File: config.mk
export PLATFORM = sky130hd
export DESIGN_NAME = motor_start_protection_unit_core
export DESIGN_NICKNAME = d
export VERILOG_FILES = /design/src/design/msp_pkg.sv /design/src/design/motor_start_protection_unit_core.sv /design/src/design/msp_queue.sv /design/src/design/msp_front.sv /design/src/design/msp_back.sv
export SDC_FILE = /design/constraint.sdc
export NUM_CORES = 1
export LEC_CHECK = 0
export ABC_AREA = 1
export BUFFER_PORTS_ARGS = -buffer_cell sky130_fd_sc_hd__buf_2
export CORE_ASPECT_RATIO = 1.4
export CORE_MARGIN = 3
export CORE_UTILIZATION = 40
export DETAILED_ROUTE_END_ITERATION = 12
export SLEW_MARGIN = 5
export SYNTH_ARGS = -nofsm -noshare
export SYNTH_HDL_FRONTEND = slang
export SYNTH_SLANG_ARGS = --single-unit
File: constraint.sdc
create_clock -name clk -period 4.6 [get_ports clk]
set_clock_uncertainty 0.2 [all_clocks]
set_input_delay 1.38 -clock clk [delete_from_list [all_inputs] [get_ports clk]]
set_output_delay 1.38 -clock clk [all_outputs]
set_load 0.05 [all_outputs]
File: src/design/msp_pkg.sv
// ----------------------------------------------------------------------------
// Motor start protection package
// Shared types, codes and the sensor wiring map of the motor start
// protection unit.
// ----------------------------------------------------------------------------
package msp_pkg;

  localparam int MAX_MOTORS     = 8;
  localparam int SENSOR_BITS    = 24;
  localparam int FAULT_BASE_BIT = 22;
  localparam int START_BITS     = 16;
  localparam int REG_BITS       = 64;

  localparam logic [2:0] KIND_TICK   = 3'd0;
  localparam logic [2:0] KIND_SAMPLE = 3'd1;
  localparam logic [2:0] KIND_START  = 3'd2;
  localparam logic [2:0] KIND_STOP   = 3'd3;
  localparam logic [2:0] KIND_CLEAR  = 3'd4;

  localparam logic [1:0] REG_PROTECTED_COUNT = 2'd0;
  localparam logic [1:0] REG_START_TIMES_LOW = 2'd1;
  localparam logic [1:0] REG_START_TIMES_HIGH = 2'd2;

  // Source bit of each permuted sensor bit.
  localparam logic [4:0] WIRING [SENSOR_BITS] = '{
    5'd5, 5'd6, 5'd7, 5'd3, 5'd2, 5'd1, 5'd0, 5'd12,
    5'd13, 5'd14, 5'd15, 5'd8, 5'd9, 5'd10, 5'd11, 5'd20,
    5'd21, 5'd22, 5'd23, 5'd19, 5'd18, 5'd17, 5'd16, 5'd4
  };

  typedef enum logic [2:0] {
    CMD_TICK,
    CMD_SAMPLE,
    CMD_START,
    CMD_STOP,
    CMD_CLEAR,
    CMD_NOP
  } cmd_op_t;

  typedef enum logic [1:0] {
    MODE_OFF  = 2'd0,
    MODE_RUN  = 2'd1,
    MODE_FAIL = 2'd2
  } motor_mode_t;

  typedef struct packed {
    cmd_op_t                  op;
    logic [2:0]               motor_index;
    logic                     index_ok;
    logic [SENSOR_BITS-1:0]   sensors;
    logic [MAX_MOTORS-1:0]    fault_upd;
    logic [MAX_MOTORS-1:0]    fault_val;
  } cmd_t;

  typedef struct packed {
    logic [MAX_MOTORS-1:0]  motor_running;
    logic [MAX_MOTORS-1:0]  motor_failed;
    logic [SENSOR_BITS-1:0] sensor_word;
    logic                   sensors_changed;
    logic                   motors_changed;
  } result_t;

  function automatic logic [SENSOR_BITS-1:0] permute_sensors(
    input logic [SENSOR_BITS-1:0] raw
  );
    logic [SENSOR_BITS-1:0] w;
    w = '0;
    for (int b = 0; b < SENSOR_BITS; b++) begin
      w[b] = raw[WIRING[b]];
    end
    return w;
  endfunction

endpackage

File: src/design/motor_start_protection_unit_core.sv
// ----------------------------------------------------------------------------
// Motor start protection unit
// Eight-channel motor start sequencing with speed-sensor protection.
// ----------------------------------------------------------------------------
// The unit takes one request per clock while the request queue is not full
// and returns one result per request in order. A request accepted into the
// two-entry request queue is decoded on the way in; once the result queue
// has room, it is applied to the motor state and its result is pushed into
// a two-entry result queue at the same edge. The motor state engine updates
// all channels at once, which sets the sustained rate of one request per
// cycle while neither queue stalls. Configuration registers may be written
// only while no request is in flight.
module motor_start_protection_unit_core
  import msp_pkg::*;
#(
  parameter int MOTOR_COUNT = 8,
  parameter int TIME_BITS   = 16
) (
  input  logic                   clk,
  input  logic                   rst_n,
  input  logic                   in_push,
  output logic                   in_full,
  input  logic [2:0]             in_kind,
  input  logic [2:0]             in_motor_index,
  input  logic [SENSOR_BITS-1:0] in_raw_sensors,
  output logic                   out_empty,
  input  logic                   out_pop,
  output logic [MAX_MOTORS-1:0]  out_motor_running,
  output logic [MAX_MOTORS-1:0]  out_motor_failed,
  output logic [SENSOR_BITS-1:0] out_sensor_word,
  output logic                   out_sensors_changed,
  output logic                   out_motors_changed,
  input  logic                   cfg_we,
  input  logic [1:0]             cfg_index,
  input  logic [REG_BITS-1:0]    cfg_wdata
);

  logic [3:0]          prot_count_r;
  logic [REG_BITS-1:0] start_low_r;
  logic [REG_BITS-1:0] start_high_r;
  logic [3:0]          prot_n;
  cmd_t                front_cmd;
  cmd_t                back_cmd;
  logic [$bits(cmd_t)-1:0]    back_cmd_bits;
  logic                cmd_empty;
  logic                cmd_pop;
  logic                res_full;
  logic                res_push;
  result_t             back_res;
  result_t             out_res;
  logic [$bits(result_t)-1:0] out_res_bits;

  always_ff @(posedge clk) begin
    if (!rst_n) begin
      prot_count_r <= '0;
      start_low_r  <= '0;
      start_high_r <= '0;
    end else if (cfg_we) begin
      case (cfg_index)
        REG_PROTECTED_COUNT:  prot_count_r <= cfg_wdata[3:0];
        REG_START_TIMES_LOW:  start_low_r  <= cfg_wdata;
        REG_START_TIMES_HIGH: start_high_r <= cfg_wdata;
        default: begin
        end
      endcase
    end
  end

  assign prot_n = (prot_count_r > 4'(MOTOR_COUNT)) ? 4'(MOTOR_COUNT) : prot_count_r;

  msp_front #(
    .MOTOR_COUNT(MOTOR_COUNT)
  ) u_front (
    .kind       (in_kind),
    .motor_index(in_motor_index),
    .raw_sensors(in_raw_sensors),
    .prot_n     (prot_n),
    .cmd        (front_cmd)
  );

  msp_queue #(
    .WIDTH($bits(cmd_t)),
    .DEPTH(2)
  ) u_cmd_queue (
    .clk      (clk),
    .rst_n    (rst_n),
    .push     (in_push),
    .push_data(front_cmd),
    .full     (in_full),
    .pop      (cmd_pop),
    .pop_data (back_cmd_bits),
    .empty    (cmd_empty)
  );

  assign back_cmd = cmd_t'(back_cmd_bits);

  msp_back #(
    .MOTOR_COUNT(MOTOR_COUNT),
    .TIME_BITS  (TIME_BITS)
  ) u_back (
    .clk             (clk),
    .rst_n           (rst_n),
    .cmd_empty       (cmd_empty),
    .cmd             (back_cmd),
    .cmd_pop         (cmd_pop),
    .res_full        (res_full),
    .res_push        (res_push),
    .res             (back_res),
    .prot_n          (prot_n),
    .start_times_low (start_low_r),
    .start_times_high(start_high_r)
  );

  msp_queue #(
    .WIDTH($bits(result_t)),
    .DEPTH(2)
  ) u_res_queue (
    .clk      (clk),
    .rst_n    (rst_n),
    .push     (res_push),
    .push_data(back_res),
    .full     (res_full),
    .pop      (out_pop),
    .pop_data (out_res_bits),
    .empty    (out_empty)
  );

  assign out_res             = result_t'(out_res_bits);
  assign out_motor_running   = out_res.motor_running;
  assign out_motor_failed    = out_res.motor_failed;
  assign out_sensor_word     = out_res.sensor_word;
  assign out_sensors_changed = out_res.sensors_changed;
  assign out_motors_changed  = out_res.motors_changed;

endmodule

File: src/design/msp_queue.sv
// ----------------------------------------------------------------------------
// Request and result queue
// Small register queue with push/full and pop/empty handshakes.
// ----------------------------------------------------------------------------
module msp_queue #(
  parameter int WIDTH = 8,
  parameter int DEPTH = 2
) (
  input  logic             clk,
  input  logic             rst_n,
  input  logic             push,
  input  logic [WIDTH-1:0] push_data,
  output logic             full,
  input  logic             pop,
  output logic [WIDTH-1:0] pop_data,
  output logic             empty
);

  localparam int PTR_W = (DEPTH > 1) ? $clog2(DEPTH) : 1;
  localparam int CNT_W = $clog2(DEPTH + 1);

  logic [WIDTH-1:0] mem_r [DEPTH];
  logic [PTR_W-1:0] wr_ptr_r, wr_ptr_nxt;
  logic [PTR_W-1:0] rd_ptr_r, rd_ptr_nxt;
  logic [CNT_W-1:0] cnt_r, cnt_nxt;
  logic             do_push, do_pop;

  assign full     = (cnt_r == CNT_W'(DEPTH));
  assign empty    = (cnt_r == '0);
  assign do_push  = push && !full;
  assign do_pop   = pop && !empty;
  assign pop_data = mem_r[rd_ptr_r];

  always_comb begin
    wr_ptr_nxt = wr_ptr_r;
    rd_ptr_nxt = rd_ptr_r;
    cnt_nxt    = cnt_r;
    if (do_push) begin
      wr_ptr_nxt = (wr_ptr_r == PTR_W'(DEPTH - 1)) ? '0 : wr_ptr_r + PTR_W'(1);
    end
    if (do_pop) begin
      rd_ptr_nxt = (rd_ptr_r == PTR_W'(DEPTH - 1)) ? '0 : rd_ptr_r + PTR_W'(1);
    end
    if (do_push && !do_pop) begin
      cnt_nxt = cnt_r + CNT_W'(1);
    end else if (do_pop && !do_push) begin
      cnt_nxt = cnt_r - CNT_W'(1);
    end
  end

  always_ff @(posedge clk) begin
    if (!rst_n) begin
      wr_ptr_r <= '0;
      rd_ptr_r <= '0;
      cnt_r    <= '0;
    end else begin
      wr_ptr_r <= wr_ptr_nxt;
      rd_ptr_r <= rd_ptr_nxt;
      cnt_r    <= cnt_nxt;
    end
  end

  always_ff @(posedge clk) begin
    if (do_push) begin
      mem_r[wr_ptr_r] <= push_data;
    end
  end

endmodule

File: src/design/msp_front.sv
// ----------------------------------------------------------------------------
// Request decoder
// Classifies incoming requests and prepares sensor samples: wiring
// permutation, speed fault bits and masking of the protected bits.
// ----------------------------------------------------------------------------
module msp_front
  import msp_pkg::*;
#(
  parameter int MOTOR_COUNT = 8
) (
  input  logic [2:0]             kind,
  input  logic [2:0]             motor_index,
  input  logic [SENSOR_BITS-1:0] raw_sensors,
  input  logic [3:0]             prot_n,
  output cmd_t                   cmd
);

  logic [SENSOR_BITS-1:0] perm;
  logic [SENSOR_BITS-1:0] clear_mask;
  logic [MAX_MOTORS-1:0]  prot;

  assign perm = permute_sensors(raw_sensors);

  always_comb begin
    clear_mask = '0;
    prot       = '0;
    for (int i = 0; i < MAX_MOTORS; i++) begin
      prot[i] = (4'(i) < prot_n);
      clear_mask[FAULT_BASE_BIT - i] = prot[i];
    end
  end

  always_comb begin
    case (kind)
      KIND_TICK:   cmd.op = CMD_TICK;
      KIND_SAMPLE: cmd.op = CMD_SAMPLE;
      KIND_START:  cmd.op = CMD_START;
      KIND_STOP:   cmd.op = CMD_STOP;
      KIND_CLEAR:  cmd.op = CMD_CLEAR;
      default:     cmd.op = CMD_NOP;
    endcase
    cmd.motor_index = motor_index;
    cmd.index_ok    = ({1'b0, motor_index} < 4'(MOTOR_COUNT));
    cmd.sensors     = perm & ~clear_mask;
    cmd.fault_upd   = prot;
    for (int i = 0; i < MAX_MOTORS; i++) begin
      cmd.fault_val[i] = ~perm[FAULT_BASE_BIT - i];
    end
  end

endmodule

File: src/design/msp_back.sv
// ----------------------------------------------------------------------------
// Motor state engine
// Applies one decoded request per cycle to the motor channels while the
// request queue holds one and the result queue has room, runs the speed
// protection check and forms the result.
module msp_back
  import msp_pkg::*;
#(
  parameter int MOTOR_COUNT = 8,
  parameter int TIME_BITS   = 16
) (
  input  logic                clk,
  input  logic                rst_n,
  input  logic                cmd_empty,
  input  cmd_t                cmd,
  output logic                cmd_pop,
  input  logic                res_full,
  output logic                res_push,
  output result_t             res,
  input  logic [3:0]          prot_n,
  input  logic [REG_BITS-1:0] start_times_low,
  input  logic [REG_BITS-1:0] start_times_high
);

  localparam int CMP_W = (TIME_BITS > START_BITS) ? TIME_BITS : START_BITS;

  motor_mode_t            mode_r [MOTOR_COUNT];
  motor_mode_t            mode_nxt [MOTOR_COUNT];
  logic [TIME_BITS-1:0]   count_r [MOTOR_COUNT];
  logic [TIME_BITS-1:0]   count_nxt [MOTOR_COUNT];
  logic [MOTOR_COUNT-1:0] accel_ready_r, accel_ready_nxt;
  logic [MOTOR_COUNT-1:0] fault_r, fault_nxt;
  logic [SENSOR_BITS-1:0] last_sensors_r, last_sensors_nxt;
  logic [MAX_MOTORS-1:0]  last_running_r;
  logic [START_BITS-1:0]  accel_limit [MOTOR_COUNT];
  logic                   go;

  assign go       = !cmd_empty && !res_full;
  assign cmd_pop  = go;
  assign res_push = go;

  always_comb begin
    for (int i = 0; i < MOTOR_COUNT; i++) begin
      if (i < 4) begin
        accel_limit[i] = start_times_low[START_BITS*(i%4) +: START_BITS];
      end else begin
        accel_limit[i] = start_times_high[START_BITS*(i%4) +: START_BITS];
      end
    end
  end

  always_comb begin
    last_sensors_nxt = last_sensors_r;
    if (cmd.op == CMD_SAMPLE) begin
      last_sensors_nxt = cmd.sensors;
    end
    for (int i = 0; i < MOTOR_COUNT; i++) begin
      mode_nxt[i]        = mode_r[i];
      count_nxt[i]       = count_r[i];
      accel_ready_nxt[i] = accel_ready_r[i];
      fault_nxt[i]       = fault_r[i];
      case (cmd.op)
        CMD_TICK: begin
          if (mode_r[i] == MODE_RUN && !accel_ready_r[i]) begin
            if (CMP_W'(count_r[i]) >= CMP_W'(accel_limit[i])) begin
              accel_ready_nxt[i] = 1'b1;
            end
            count_nxt[i] = count_r[i] + TIME_BITS'(1);
          end
        end
        CMD_SAMPLE: begin
          if (cmd.fault_upd[i]) begin
            fault_nxt[i] = cmd.fault_val[i];
          end
        end
        CMD_START: begin
          if (cmd.index_ok && cmd.motor_index == 3'(i)) begin
            mode_nxt[i]        = MODE_RUN;
            accel_ready_nxt[i] = 1'b0;
            count_nxt[i]       = '0;
          end
        end
        CMD_STOP: begin
          if (cmd.index_ok && cmd.motor_index == 3'(i)) begin
            mode_nxt[i] = MODE_OFF;
          end
        end
        CMD_CLEAR: begin
          if (mode_r[i] == MODE_FAIL) begin
            mode_nxt[i] = MODE_OFF;
          end
        end
        default: begin
        end
      endcase
      if (4'(i) < prot_n && mode_nxt[i] == MODE_RUN && accel_ready_nxt[i] &&
          fault_nxt[i]) begin
        mode_nxt[i] = MODE_FAIL;
      end
    end
  end

  always_comb begin
    res.motor_running = '0;
    res.motor_failed  = '0;
    for (int i = 0; i < MOTOR_COUNT; i++) begin
      res.motor_running[i] = (mode_nxt[i] == MODE_RUN);
      res.motor_failed[i]  = (mode_nxt[i] == MODE_FAIL);
    end
    res.sensor_word     = last_sensors_nxt;
    res.sensors_changed = (cmd.op == CMD_SAMPLE) && (cmd.sensors != last_sensors_r);
    res.motors_changed  = (res.motor_running != last_running_r);
  end

  always_ff @(posedge clk) begin
    if (!rst_n) begin
      for (int i = 0; i < MOTOR_COUNT; i++) begin
        mode_r[i]  <= MODE_OFF;
        count_r[i] <= '0;
      end
      accel_ready_r  <= '0;
      fault_r        <= '0;
      last_sensors_r <= '0;
      last_running_r <= '0;
    end else if (go) begin
      for (int i = 0; i < MOTOR_COUNT; i++) begin
        mode_r[i]  <= mode_nxt[i];
        count_r[i] <= count_nxt[i];
      end
      accel_ready_r  <= accel_ready_nxt;
      fault_r        <= fault_nxt;
      last_sensors_r <= last_sensors_nxt;
      last_running_r <= res.motor_running;
    end
  end

`ifndef SYNTH
  a_run_fail_disjoint: assert property (@(posedge clk) disable iff (!rst_n)
    res_push |-> ((res.motor_running & res.motor_failed) == '0))
    else $error("motor reported both running and failed");

  a_no_sample_no_change: assert property (@(posedge clk) disable iff (!rst_n)
    (res_push && cmd.op != CMD_SAMPLE) |-> !res.sensors_changed)
    else $error("sensor change flagged on a request that is not a sample");

  a_tick_keeps_ready: assert property (@(posedge clk) disable iff (!rst_n)
    (go && cmd.op == CMD_TICK) |=> (($past(accel_ready_r) & ~accel_ready_r) == '0))
    else $error("tick cleared an acceleration ready flag");

  a_stall_holds_state: assert property (@(posedge clk) disable iff (!rst_n)
    !go |=> ($stable(accel_ready_r) && $stable(fault_r) && $stable(last_running_r)
             && $stable(last_sensors_r)))
    else $error("motor state changed without a request");
`endif

endmodule
# [After elaboration in Yosys (flattened, before gate mapping)]
# Memories as Yosys holds them, arrays and structs flattened. A register that Yosys moved wholly into a read port is not among the register bits.
# Cells that the tools add are included.
[classes] shift=0 n_mul=0 n_mux=151 n_eq_ne=61 magnitude_cmp=17 n_reduce_logical=77 add_sub_neg=16 n_bitwise=26 n_div=0
[op_table] operator="$mux 16" n=24
[op_table] operator="$pmux 16 s2" n=8
[op_table] operator="$add 16x1->16 const B" n=8
[op_table] operator="$ge 16x16->1" n=8
[op_table] operator="$mux 2" n=44
[op_table] operator="$mux 1" n=56
[op_table] operator="$eq 2x1->1 const B" n=25
[op_table] operator="$pmux 2 s3" n=8
[op_table] operator="$logic_and 1x1->1" n=42
[op_table] operator="$eq 2x2->1 const B" n=19
[op_table] operator="$and 24x24->24" n=1
[op_table] operator="$mux 24" n=1
[op_table] operator="$ne 24x24->1" n=1
[op_table] operator="$not 23->24" n=1
[op_table] operator="$eq 3x2->1 const B" n=6
[op_table] operator="$eq 3x3->1 const B" n=6
[op_table] operator="$logic_not 1->1" n=16
[op_table] operator="$lt 3x4->1 const A" n=4
[op_table] operator="$or 1x1->1" n=16
[op_table] operator="$pmux 1 s2" n=8
[op_table] operator="$pmux 3 s5" n=1
[op_table] operator="$eq 3x1->1 const B" n=3
[op_table] operator="$logic_not 3->1" n=3
[op_table] operator="$logic_and 1x1->1 const A" n=8
[op_table] operator="other kinds (12)" n=31
[totals] rom_bits=0 out_inout_bits=44 ram_bits=320 latchBits=0 elab_cells=365 inputBits=101 mem_count=4 register_bits=188
[memory_table] name="u_back.count_r" words=8 width=16 read_ports=8 rd_ports_with_merged_regs=0 wr=8 line="msp_back.sv:29" text="logic [TIME_BITS-1:0] count_r [MOTOR_COUNT];"
[memory_table] name="u_cmd_queue.mem_r" words=2 width=46 read_ports=1 rd_ports_with_merged_regs=1 wr=1 line="msp_queue.sv:22" text="logic [WIDTH-1:0] mem_r [DEPTH];"
[memory_table] name="u_res_queue.mem_r" words=2 width=42 read_ports=1 rd_ports_with_merged_regs=1 wr=1 line="msp_queue.sv:22"
[memory_table] name="u_back.mode_r" words=8 width=2 read_ports=8 rd_ports_with_merged_regs=0 wr=8 line="msp_back.sv:27" text="motor_mode_t mode_r [MOTOR_COUNT];"

# [Longest topological paths before layout]
[depth] ltp_word=11 depth_mapped=21 ltp_nobuf=21

# [Cells and area by module]
# From an unflattened synthesis, not the netlist that was laid out.
[unflattened] cells_unflattened=3141 hier_area_um2=27142.3
[by_module_without_submodules] mod="msp_back" seq_area_each_um2=5285.1 area_per_inst_um2=14063.5 n_inst=1 cells_per_inst=1882
[by_module_without_submodules] mod="motor_start_protection_unit_core" seq_area_each_um2=2642.5 area_per_inst_um2=5515.3 n_inst=1 cells_per_inst=848
[by_module_without_submodules] mod="msp_queue (u_cmd_queue)" seq_area_each_um2=2922.8 area_per_inst_um2=3759.9 n_inst=1 cells_per_inst=184
[by_module_without_submodules] mod="msp_queue (u_res_queue)" seq_area_each_um2=2622.5 area_per_inst_um2=3482.1 n_inst=1 cells_per_inst=169
[by_module_without_submodules] mod="msp_front" seq_area_each_um2=0.0 area_per_inst_um2=321.6 n_inst=1 cells_per_inst=58

# [Worst setup path after synthesis]
# No wires, ideal clock.
[synth_path] path_kind="in2reg" start="in in_push" end="mem u_cmd_queue.mem_r[1][0] in the netlist's numbering, enable pin" path_slack_ps=473 required_ps=3949 setup_time_ps=451 cell_stages=2 n_path_buf=0 arrival_time_ps=3476 cell_sequence="o21ai_0 nor2_1"
[synth_via] elab_chain_cells=3
[synth_rtl] item="start, declared" line="motor_start_protection_unit_core.sv:21" text="input logic in_push,"
[synth_rtl] item="$logic_and 1x1->1" line="msp_queue.sv:30" text="assign do_push = push && !full;"
[synth_rtl] item="$mux 1" line="msp_queue.sv:64" text="if (do_push) begin"
[synth_rtl] item="$mux 1 (not written as such)" line="msp_queue.sv:65" text="mem_r[wr_ptr_r] <= push_data;"
[synth_rtl] item="end, declared" line="msp_queue.sv:22"
# Every way passes these cells.

==> metrics.txt <==
# TYPE chip_impl_metric gauge
chip_impl_info{name="outcome",value="complete, no violations"} 1
chip_impl_metric{name="ant_nets",unit=""} 0
chip_impl_metric{name="tritoncts_num_sinks",unit=""} 510
chip_impl_metric{name="syn_std_cell_area",unit="mm^2"} 0.0253
chip_impl_metric{name="antenna_cells_inserted",unit=""} 0
chip_impl_metric{name="worst_slew_margin_rel",unit="%"} 40.7
chip_impl_metric{name="fraction_of_the_yosys_area_taken_by_sequential_cells",unit="%"} 53.0
chip_impl_metric{name="critical_path_peak_fanout",unit=""} 24
chip_impl_metric{name="worst_ep_required_time",unit="ns"} 3.02
chip_impl_metric{name="grt_antenna_before_repair",unit=""} 2
chip_impl_metric{name="synth_cells",unit=""} 2790
chip_impl_metric{name="swShare",unit="%"} 38.9
chip_impl_info{name="path_class",value="register to primary output"} 1
chip_impl_info{name="tritoncts",value="yes"} 1
chip_impl_info{name="crit_path_end_kind",value="primary output"} 1
chip_impl_metric{name="starting_utilization_of_the_core_area",unit="%"} 40.6
chip_impl_metric{name="fp.dieArea",unit="mm^2"} 0.0663
chip_impl_metric{name="vias",unit=""} 19082
chip_impl_metric{name="cts_max_path_buffers",unit=""} 3
chip_impl_metric{name="postSynth.asyncResetShare",unit="%"} 0
chip_impl_metric{name="final_period_minus_worst_setup_slack",unit="ns"} 3.88
chip_impl_metric{name="comb_power_share",unit="%"} 36.0
chip_impl_metric{name="finalWirelength",unit="um"} 61700
chip_impl_metric{name="worst_slew_pin_slew",unit="ns"} 0.889
chip_impl_metric{name="grt_max_degree",unit=""} 98
chip_impl_metric{name="first_global_vias",unit=""} 18825
chip_impl_metric{name="globalplace.congestion",unit=""} 0.864
chip_impl_metric{name="r2r_cells",unit=""} 8
chip_impl_metric{name="nNetsFinal",unit=""} 3159
chip_impl_metric{name="ys_seq_elements",unit=""} 510
chip_impl_metric{name="power_leakage",unit="nW"} 12.0
chip_impl_info{name="critPathLaunchType",value="register"} 1
chip_impl_metric{name="total_negative_setup_slack",unit="ns"} 0
chip_impl_metric{name="timing.final.ws_setup",unit="ns"} 0.723
chip_impl_metric{name="power_per_cell_area",unit="mW/mm^2"} 630
chip_impl_metric{name="detailed_place_hpwl",unit="um"} 45000
chip_impl_info{name="dominantRegCellSynth",value="sky130_fd_sc_hd__edfxtp_1"} 1
chip_impl_metric{name="final_area",unit="mm^2"} 0.0288
chip_impl_metric{name="drt-vias-per-instance",unit=""} 5.04
chip_impl_metric{name="numPortBuffers",unit=""} 144
chip_impl_metric{name="vdd_ir_drop_max",unit="mV"} 0.422
chip_impl_metric{name="htreeDepth",unit=""} 2
chip_impl_metric{name="die_width",unit="um"} 219
chip_impl_metric{name="setup-violations-final",unit=""} 0
chip_impl_metric{name="power.sequential.fraction",unit="%"} 39.2
chip_impl_metric{name="syn_avg_cell_area",unit="um^2"} 9.07
chip_impl_info{name="mostFrequentLayoutCells",value="508 x sky130_fd_sc_hd__nand2_1, 403 x sky130_fd_sc_hd__inv_1, 320 x sky130_fd_sc_hd__edfxtp_1, 247 x sky130_fd_sc_hd__a21oi_1, 238 x sky130_fd_sc_hd__o21ai_0"} 1
chip_impl_metric{name="hold-path-cell-count",unit=""} 2
chip_impl_metric{name="report.final.hold_viol_count",unit=""} 0
chip_impl_info{name="worstHoldPathType",value="register to register"} 1
chip_impl_metric{name="die_h",unit="um"} 304
chip_impl_metric{name="pre_cts_slack",unit="ns"} 0.694
chip_impl_metric{name="grt.overflow.total",unit=""} 0
chip_impl_metric{name="yosysTopAreaCellShare",unit="%"} 38.0
chip_impl_metric{name="report.final.slew_viol_count",unit=""} 0
chip_impl_metric{name="cts-hold-fix-buffers",unit=""} 0
chip_impl_metric{name="post_route_cells_drive_above_1_share",unit="%"} 12.4
chip_impl_metric{name="dr.pass1.iters",unit=""} 7
chip_impl_metric{name="switching_power",unit="mW"} 7.05
chip_impl_metric{name="postPlaceCellArea",unit="mm^2"} 0.0269
chip_impl_metric{name="syn_nets",unit=""} 3029
chip_impl_metric{name="io_pins",unit=""} 145
chip_impl_metric{name="placement_rows",unit=""} 108
chip_impl_metric{name="detail_route.drc_violations",unit=""} 0
chip_impl_metric{name="cts_made_buffers",unit=""} 53
chip_impl_metric{name="cts_repair_resize_count",unit=""} 0
chip_impl_info{name="clock-root-buffer",value="sky130_fd_sc_hd__clkbuf_16"} 1
chip_impl_metric{name="max_freq",unit="GHz"} 0.258
chip_impl_metric{name="synth_cell_types",unit=""} 51
chip_impl_metric{name="core_area",unit="mm^2"} 0.0623
chip_impl_metric{name="post_cts_buffers",unit=""} 0
chip_impl_metric{name="finalCritPeriodShare",unit="%"} 84.3
chip_impl_metric{name="grt_first_pass_wirelength",unit="um"} 97100
chip_impl_info{name="mostFrequentLayoutCell",value="sky130_fd_sc_hd__nand2_1"} 1
chip_impl_metric{name="area_growth_syn_to_layout",unit="%"} 13.7
chip_impl_metric{name="synth-edff-count",unit=""} 320
chip_impl_metric{name="grt_use_total",unit="%"} 18.5
chip_impl_metric{name="worstPathArrival",unit="ns"} 2.30
chip_impl_metric{name="drt_iter0_drc",unit=""} 1163
chip_impl_info{name="netlist_top_cells_area",value="sky130_fd_sc_hd__edfxtp_1 38%, sky130_fd_sc_hd__dfxtp_1 15%, sky130_fd_sc_hd__nand2_1 7.6%"} 1
chip_impl_metric{name="clk_pin_slew_worst_paths",unit="ns"} 0.06
chip_impl_metric{name="clock_latency",unit="ns"} 0.61
chip_impl_metric{name="wire_per_inst",unit="um"} 16.3
chip_impl_info{name="rsz0062_at_grt",value="false"} 1
chip_impl_metric{name="max_cap_viol_count",unit=""} 0
chip_impl_info{name="synth.largest_area_cell",value="sky130_fd_sc_hd__edfxtp_1"} 1
chip_impl_metric{name="clockPowerShare",unit="%"} 24.8
chip_impl_metric{name="power",unit="mW"} 18.1
chip_impl_metric{name="p_int",unit="mW"} 11.1
chip_impl_metric{name="total_of_warnings_raised_by_yosys",unit=""} 0
logic make-up (layout without fill, tap and decap cells):
group	count (synthesis)	after routing	synth area share [%]
AND/OR/NAND/NOR	974	974	16.7
multiplexers	42	42	1.87
buffers and inverters	505	679	7.83
adder cells (fa/ha/maj)	138	138	6.83
flip-flops	510	510	53.0
XOR/XNOR	40	40	1.38
AO/OA/AOI/OAI	581	581	12.3
final timing paths:
check | from | end | slack (ns)
min | start_high_r[9]$_SDFFE_PN0P_ | start_high_r[9]$_SDFFE_PN0P_ | 0.26
max | register | out_motor_running[4] | 0.72
max reg2reg | register | u_back.count_r[1][55]$_SDFFCE_PP0P_ | 0.78
min reg2reg | start_high_r[9]$_SDFFE_PN0P_ | start_high_r[9]$_SDFFE_PN0P_ | 0.26
metal layers:
layer | global-route usage (%) | part of all wire (%) | vias to the layer above
li1 | - | - | 9631
met1 | 20.4 | 40 | 8930
met2 | 34.5 | 51 | 381
met3 | 2.79 | 3.9 | 140
met4 | 9.22 | 5.0 | 0
met5 | 0 | 0 | -
power groups by stage:
stage / clock [mW] / sequential, mW / combinational (mW)
finish: 4.49 / 7.11 / 6.52
global route: 4.80 / 7.25 / 7.35
CTS: 4.63 / 7.11 / 6.64
detailed placement: 0 / 7.19 / 6.60
global placement: 0 / 7.16 / 6.42
floorplan: 0 / 6.97 / 4.90
cells in the mapped netlist, types with 2 or more instances:
| library cell | instances |
|---|---|
| sky130_fd_sc_hd__a21boi_1 | 2 |
| sky130_fd_sc_hd__a21o_1 | 4 |
| sky130_fd_sc_hd__a21oi_1 | 247 |
| sky130_fd_sc_hd__a21oi_2 | 2 |
| sky130_fd_sc_hd__a21oi_4 | 3 |
| sky130_fd_sc_hd__a311oi_1 | 2 |
| sky130_fd_sc_hd__a31oi_1 | 5 |
| sky130_fd_sc_hd__and3_1 | 3 |
| sky130_fd_sc_hd__buf_1 | 7 |
| sky130_fd_sc_hd__buf_2 | 11 |
| sky130_fd_sc_hd__buf_4 | 2 |
| sky130_fd_sc_hd__buf_6 | 4 |
| sky130_fd_sc_hd__clkbuf_1 | 69 |
| sky130_fd_sc_hd__dfxtp_1 | 190 |
| sky130_fd_sc_hd__edfxtp_1 | 320 |
| sky130_fd_sc_hd__ha_1 | 138 |
| sky130_fd_sc_hd__inv_1 | 405 |
| sky130_fd_sc_hd__inv_2 | 2 |
| sky130_fd_sc_hd__mux2_2 | 42 |
| sky130_fd_sc_hd__nand2_1 | 510 |
| sky130_fd_sc_hd__nand2_2 | 12 |
| sky130_fd_sc_hd__nand2_4 | 8 |
| sky130_fd_sc_hd__nand3_1 | 76 |
| sky130_fd_sc_hd__nand3_2 | 8 |
| sky130_fd_sc_hd__nand4_1 | 36 |
| sky130_fd_sc_hd__nor2_1 | 211 |
| sky130_fd_sc_hd__nor2_2 | 2 |
| sky130_fd_sc_hd__nor2_4 | 2 |
| sky130_fd_sc_hd__nor3_1 | 70 |
| sky130_fd_sc_hd__nor3b_1 | 15 |
| sky130_fd_sc_hd__nor4_1 | 6 |
| sky130_fd_sc_hd__o21a_1 | 18 |
| sky130_fd_sc_hd__o21ai_0 | 238 |
| sky130_fd_sc_hd__o21ai_1 | 4 |
| sky130_fd_sc_hd__o21ai_2 | 2 |
| sky130_fd_sc_hd__o21bai_1 | 12 |
| sky130_fd_sc_hd__o22ai_1 | 39 |
| sky130_fd_sc_hd__or2_2 | 12 |
| sky130_fd_sc_hd__xnor2_1 | 4 |
| sky130_fd_sc_hd__xor2_1 | 36 |
area by class of cell:
cell class              instances  area, um^2
multi-input cells            1775        9960
inverters                     410        1550
fillers                      5955       33500
repair buffers                170         968
flip-flops and latches        510       13400
well taps                     825        1030
clock inverters                24         307
clock buffers                  75        1520
critical path, cell delays in order, from the launching register on:
cell and delay (ns):
sky130_fd_sc_hd__dfxtp_2 0.64, sky130_fd_sc_hd__buf_4 0.42, sky130_fd_sc_hd__mux2_2 0.41, sky130_fd_sc_hd__buf_2 0.22
sequential cells by signal, indices dropped and copies added (netlist names), named ones only:
name,flops
u_cmd_queue.rd_ptr_r,1
u_cmd_queue.mem_r,92
u_cmd_queue.wr_ptr_r,1
u_back.last_sensors_r,24
u_back.mode_r,16
u_res_queue.mem_r,84
u_back.accel_ready_r,8
u_back.last_running_r,8
start_low_r,64
u_res_queue.wr_ptr_r,1
u_back.fault_r,8
u_cmd_queue.cnt_r,2
start_high_r,64
u_back.count_r,128
u_res_queue.rd_ptr_r,1
prot_count_r,4
u_res_queue.cnt_r,2
stage by stage:
| step | hold slack [ns] | std cells | utilization [%] |
|---|---|---|---|
| floorplan | 0.235 | 2790 | - |
| global placement | 0.247 | 3690 | 43.2 |
| detailed placement | 0.254 | 3690 | 43.2 |
| CTS | 0.264 | 3789 | 46.2 |
| global route | 0.278 | 3789 | 46.2 |
| finish | 0.260 | 3789 | 46.2 |
No activity file was read; power rests on OpenSTA's default activity.
